<file path="config.mk">
export PLATFORM = sky130hd
export DESIGN_NAME = efdx_decoder
export DESIGN_NICKNAME = d
export VERILOG_FILES = /design/src/rtl/efdx_pkg.sv /design/src/rtl/efdx_decoder.sv
export SDC_FILE = /design/constraint.sdc
export NUM_CORES = 1
export LEC_CHECK = 0
export BUFFER_PORTS_ARGS = -buffer_cell sky130_fd_sc_hd__buf_4
export CELL_PAD_IN_SITES_DETAIL_PLACEMENT = 0
export CELL_PAD_IN_SITES_GLOBAL_PLACEMENT = 1
export CORE_UTILIZATION = 42
export DETAILED_ROUTE_END_ITERATION = 6
export GPL_TIMING_DRIVEN = 0
export HOLD_SLACK_MARGIN = 0.05
export PLACE_DENSITY = 0.88
export SLEW_MARGIN = 20
export SYNTH_ARGS = -nofsm -noshare
export SYNTH_HDL_FRONTEND = slang
export SYNTH_SLANG_ARGS = --single-unit
</file>
<file path="constraint.sdc">
create_clock -name i_clk -period 3.65 [get_ports i_clk]
set_input_delay 0.1825 -clock i_clk [delete_from_list [all_inputs] [get_ports i_clk]]
set_output_delay 0.1825 -clock i_clk [all_outputs]
set_load 0.02 [all_outputs]
</file>
<file path="src/rtl/efdx_pkg.sv">
// ----------------------------------------------------------------------------
// efdx_pkg
// Shared types and constants of the escaped frame decoder with XOR check.
// ----------------------------------------------------------------------------
package efdx_pkg;

    // Line codes of the framing layer.
    localparam logic [7:0] FLAG_BYTE     = 8'h7E;
    localparam logic [7:0] ESC_BYTE      = 8'h7D;
    localparam logic [7:0] ESC_FLAG_CODE = 8'h02;
    localparam logic [7:0] ESC_ESC_CODE  = 8'h01;

    // Fixed part of a frame: 16 header bytes, 6 further header bytes and the check byte.
    localparam int unsigned HEAD_BYTES = 23;
    localparam int unsigned HDR_KEEP   = 16;

    // Result kinds.
    localparam logic [1:0] KIND_OK   = 2'd0;
    localparam logic [1:0] KIND_ERR  = 2'd1;
    localparam logic [1:0] KIND_OVF  = 2'd2;
    localparam logic [1:0] KIND_BODY = 2'd3;

    // Item commands.
    localparam logic FUNC_BYTE = 1'b0;
    localparam logic FUNC_READ = 1'b1;

    // Payload of one input beat.
    typedef struct packed {
        logic       func;
        logic [7:0] line_byte;
        logic [9:0] body_index;
    } t_in_beat;

    // Payload of one output beat.
    typedef struct packed {
        logic [1:0]  kind;
        logic [15:0] msg_id;
        logic [47:0] phone;
        logic [47:0] term_id;
        logic [9:0]  body_length;
        logic [7:0]  body_byte;
    } t_out_beat;

    // Result of the decoder before the store data joins it.
    typedef struct packed {
        logic        has_result;
        logic [1:0]  kind;
        logic [15:0] msg_id;
        logic [47:0] phone;
        logic [47:0] term_id;
        logic [9:0]  body_length;
    } t_res;

endpackage

</file>
<file path="src/rtl/efdx_decoder.sv">
// ----------------------------------------------------------------------------
// efdx_decoder
// Framing state, unescaping, running XOR, header capture and frame checks.
// Drives the write and read ports of the frame store.
// ----------------------------------------------------------------------------
module efdx_decoder import efdx_pkg::*; #(
    parameter int unsigned DEPTH = 2048,
    localparam int unsigned AW = $clog2(DEPTH),
    localparam int unsigned CW = $clog2(DEPTH + 1)
) (
    input  logic          i_clk,
    input  logic          i_rst_n,
    input  logic          i_accept,
    input  t_in_beat      i_beat,
    output t_res          o_res,
    output logic          o_wr_en,
    output logic [AW-1:0] o_wr_addr,
    output logic [7:0]    o_wr_data,
    output logic          o_rd_en,
    output logic [AW-1:0] o_rd_addr
);

    localparam logic [CW-1:0] COUNT_FULL = CW'(DEPTH);
    localparam logic [CW-1:0] COUNT_LAST = CW'(DEPTH - 1);
    localparam logic [CW-1:0] COUNT_HEAD = CW'(HEAD_BYTES);
    localparam logic [CW-1:0] COUNT_KEEP = CW'(HDR_KEEP);
    localparam logic [AW-1:0] BODY_BASE  = AW'(HEAD_BYTES - 1);

    logic [CW-1:0] r_count, n_count;
    logic          r_in_frame, n_in_frame;
    logic          r_esc, n_esc;
    logic [7:0]    r_xor, n_xor;
    logic [7:0]    r_hdr [HDR_KEEP];

    logic          byte_beat;
    logic [7:0]    c;
    logic [7:0]    v_byte;
    logic          do_store;
    logic          full;
    logic          wr_en;
    logic [CW-1:0] blen;
    logic [9:0]    hdr_len;
    logic          frame_ok;
    logic [47:0]   phone;
    logic [47:0]   term_id;

    assign byte_beat = i_accept && (i_beat.func == FUNC_BYTE);
    assign c         = i_beat.line_byte;
    assign full      = (r_count == COUNT_FULL);

    // Unescaped value of the current byte.
    always_comb begin
        v_byte = c;
        if (r_esc) begin
            if (c == ESC_FLAG_CODE) begin
                v_byte = FLAG_BYTE;
            end else if (c == ESC_ESC_CODE) begin
                v_byte = ESC_BYTE;
            end
        end
    end

    assign do_store = r_in_frame && (r_esc || ((c != ESC_BYTE) && (c != FLAG_BYTE)));
    assign wr_en    = byte_beat && do_store && !full;

    // Frame checks from the captured header and the running XOR.
    assign blen     = r_count - COUNT_HEAD;
    assign hdr_len  = {r_hdr[2][1:0], r_hdr[3]};
    assign frame_ok = (blen == CW'(hdr_len)) && (r_xor == 8'h00);

    always_comb begin
        for (int k = 0; k < 6; k++) begin
            phone[47 - 8*k -: 8]   = r_hdr[4 + k];
            term_id[47 - 8*k -: 8] = r_hdr[10 + k];
        end
    end

    // Next state and result of one beat.
    always_comb begin
        n_count    = r_count;
        n_in_frame = r_in_frame;
        n_esc      = r_esc;
        n_xor      = r_xor;
        o_res      = '0;
        if (i_accept && (i_beat.func == FUNC_READ)) begin
            o_res.has_result = 1'b1;
            o_res.kind       = KIND_BODY;
        end else if (byte_beat) begin
            if (!r_in_frame) begin
                if (c == FLAG_BYTE) begin
                    n_in_frame = 1'b1;
                    n_count    = '0;
                    n_esc      = 1'b0;
                    n_xor      = 8'h00;
                end
            end else if (do_store) begin
                n_esc = 1'b0;
                if (full || (!r_esc && (r_count == COUNT_LAST))) begin
                    // Store overflow closes the frame.
                    o_res.has_result = 1'b1;
                    o_res.kind       = KIND_OVF;
                    n_in_frame       = 1'b0;
                    n_count          = '0;
                    n_xor            = 8'h00;
                end else begin
                    n_count = r_count + 1'b1;
                    n_xor   = r_xor ^ v_byte;
                end
            end else if (c == ESC_BYTE) begin
                n_esc = 1'b1;
            end else if (r_count >= COUNT_HEAD) begin
                // Closing flag of a frame that holds a full header.
                o_res.has_result = 1'b1;
                n_in_frame       = 1'b0;
                n_count          = '0;
                n_esc            = 1'b0;
                n_xor            = 8'h00;
                if (frame_ok) begin
                    o_res.kind        = KIND_OK;
                    o_res.msg_id      = {r_hdr[0], r_hdr[1]};
                    o_res.phone       = phone;
                    o_res.term_id     = term_id;
                    o_res.body_length = blen[9:0];
                end else begin
                    o_res.kind = KIND_ERR;
                end
            end
        end
    end

    // Control state.
    always_ff @(posedge i_clk) begin
        if (!i_rst_n) begin
            r_count    <= '0;
            r_in_frame <= 1'b0;
            r_esc      <= 1'b0;
            r_xor      <= 8'h00;
        end else begin
            r_count    <= n_count;
            r_in_frame <= n_in_frame;
            r_esc      <= n_esc;
            r_xor      <= n_xor;
        end
    end

    // Shadow copy of the first header bytes as they are stored.
    always_ff @(posedge i_clk) begin
        if (wr_en && (r_count < COUNT_KEEP)) begin
            r_hdr[r_count[$clog2(HDR_KEEP)-1:0]] <= v_byte;
        end
    end

    // Frame store ports.
    assign o_wr_en   = wr_en;
    assign o_wr_addr = r_count[AW-1:0];
    assign o_wr_data = v_byte;
    assign o_rd_en   = i_accept && (i_beat.func == FUNC_READ);
    assign o_rd_addr = BODY_BASE + AW'(i_beat.body_index);

endmodule
</file>
==> impl_metrics.ini <==
[run]
cap_violations = 0

[worst_setup_path]
rrSetupSlack_ns = 0.38
path_depth = 11
critPathMaxStageDelay_ns = 0.40
crit_path_start_kind = flop
cp_top_family = buffers and inverters
end_kind = output port
worst-path-max-fanout = 10
arrival_ns = 3.34
worst-path-buf-inv = 4
path_cells = ha_1, buf_2, a21o_4, a2111oi_4, xnor3_1, nand4_1, nor4_4, buf_6, clkbuf_2, and2_1, buf_4
critPathRequiredTime_ns = 3.47
rr_worst_depth = 7
cp_slowest_cell = a2111oi_4
critPathKind = flop to output port

[routing]
drt_iter0_markers = 347
vias = 5089
dr.pass1.iters = 4
wl_per_cell_um = 17.25
via_per_inst = 5.115
drt_wl_total_um = 17160
drc = 0
ant_nets = 0

[timing]
hold_ws_ns = 0.1254
fmax_mhz = 284.1
final_hold_viol_count = 0
period_share = 0.9643
tightest_slew_ns = 1.050
finalClockSkew_ns = 0.009829
slew_headroom = 0.2945
slew_violations = 0
fin_crit_ns = 3.520
setup_viol = 0

[die]
rows = 46
ios = 179
fp.dieW_um = 129.2
start_util = 0.4295
core_um2 = 15830
die_h_um = 129.2
fp.dieArea_um2 = 16700

[global_route]
grt.overflow.total = 0
antenna_found_initial = 0
grt_usage = 0.2061
grt_max_degree = 18
grt_pass1_wl_um = 25540
first_global_vias = 4736

[power_and_ir_drop]
leakage_uw = 0.003666
p_per_area_nw_per_um2 = 390.6
ir_worst_vdd_mv = 0.4233
p_total_uw = 3536

[clock_tree]
cts.sinks = 144
clk_path_buf_depth = 2
clock_latency_ns = 0.42
cts_root_buf = clkbuf_16
htree_levels = 4
cts_made_buffers = 17
cts_tree = done
clkTransAtPathRegs_ns = 0.06

[synth]
avgSynthCellArea_um2 = 11.97
async_flop_share = 0
ys_seq_elements = 144
syn_nets = 595
syn_inst = 568
synth_edf_count = 122
ys.flop_type = edfxtp_1
synth_cell_type_count = 57
yosysSeqAreaShare = 0.6037
synth_area_um2 = 6798
synth_warnings = 0

[run_status]
status = finished clean

[place]
placed_cells = 960
dp.final_hpwl_um = 12210
io_buffers = 176
gp_congestion = 0.8558
placed_cell_area_um2 = 8389

[cells_and_area]
area_delta_synth_final_pct = 33.15
final_area_um2 = 9051
n_antenna_cell = 0
fin_nets = 793
post-route-util = 0.5719
drive_gt1_frac = 0.3363
final_cells = 995

[hold_path]
hold_depth = 4
hold_class = input port to flop
==> power breakdown <==
group          internal, µW  switching, µW
sequential             1780         0.0971
combinational          51.1           91.0
clock                   942            670
total                  2770            761
==> cells in the mapped netlist, types with 6 or more instances <==
library cell,n,area share
and2_1,123,0.11
edfxtp_1,122,0.54
nor2_1,37,0.020
dfxtp_1,22,0.065
nand2_1,22,0.012
inv_1,21,0.012
a21oi_1,19,0.014
clkbuf_1,17,0.0094
xnor2_1,16,0.021
buf_4,13,0.014
xor2_1,13,0.017
buf_6,12,0.020
nand4_1,11,0.010
o21ai_0,9,0.0066
nand3_1,8,0.0059
nor3_1,8,0.0059
nor2b_1,6,0.0055
nor4_1,6,0.0055
==> layout make-up <==
cell class / count / area, µm²
plain buffers: 46 / 336.6
clock buffers: 17 / 425.4
clock inverters: 15 / 135.1
fillers: 1326 / 6777
inverters: 21 / 78.83
multi-input cells: 357 / 2349
flip-flops and latches: 144 / 4106
well taps: 216 / 270.3
repair buffers: 179 / 1350
==> tightest hold or removal path, cell delays in order <==
cell and delay (ns):
buf_4 0.13, nand2_1 0.07, xor2_1 0.06, nor2_1 0.07
==> worst paths after layout <==
| check | startpoint | end |
|---|---|---|
| setup / recovery | r_count[1] | o_res[1] |
| setup reg to reg | r_count[6] | r_hdr[1][0] |
| hold reg to reg | r_xor[3] | r_xor[3] |
| hold / removal | i_beat[17] | r_xor[7] |
==> state kept, by name, summed over array words and instances, names as in the netlist <==
name	cells
r_xor	8
r_in_frame	1
r_esc	1
r_hdr	122
r_count	12
==> metrics by stage <==
| step | worst slack, ns | setup TNS, ns |
|---|---|---|
| after floorplan | 0.4332 | 0 |
| after global placement | -0.2017 | -6.801 |
| after detailed placement | -0.2545 | -8.973 |
| after CTS | 0.01042 | 0 |
| after global routing | -0.001634 | -0.003519 |
| final | 0.1302 | 0 |
==> routing by layer <==
layer / track usage / part of all wire / wire [µm]
met5: 0 / 0 / 0
met4: 0.07266 / 0.013 / 223
met3: 0.04129 / 0.062 / 1060
met2: 0.3488 / 0.50 / 8572
met1: 0.2632 / 0.43 / 7304
==> placed cells by master (no fill, tap or decap), types with 6 or more instances in the layout <==
cell type,Yosys,routed
nor2_1,37,37
dfxtp_1,22,20
clkbuf_16,0,17
nor3_1,8,7
buf_4,13,190
nand3_1,8,8
buf_6,12,12
inv_1,21,21
xor2_1,13,13
nand2_1,22,22
xnor2_1,16,16
edfxtp_1,122,122
nor4_1,6,6
nor2b_1,6,6
nand4_1,11,11
a21oi_1,19,19
clkbuf_1,17,10
clkbuf_2,0,6
and2_1,123,123
o21ai_0,9,9
==> repair_timing <==
item | 4_1_cts | 5_1_grt
hold buffers | 1 | 0
setup endpoints to repair | 123 | 122
buffers inserted | 1 | 1
resized for setup | 10 | 18
endpoints found under the hold margin | 1 | 0
pin swaps | 2 | 3
==> cell families after synthesis <==
| family | Yosys count | share of synthesized area |
|---|---|---|
| AO/OA/AOI/OAI | 59 | 0.05798 |
| buffers and inverters | 67 | 0.05816 |
| XOR/XNOR | 31 | 0.04399 |
| multiplexers | 1 | 0.001656 |
| adder cells (fa/ha/maj) | 5 | 0.009203 |
| flip-flops | 144 | 0.6037 |
| AND/OR/NAND/NOR | 261 | 0.2253 |
Note: power is estimated with default switching activity, not from simulation.
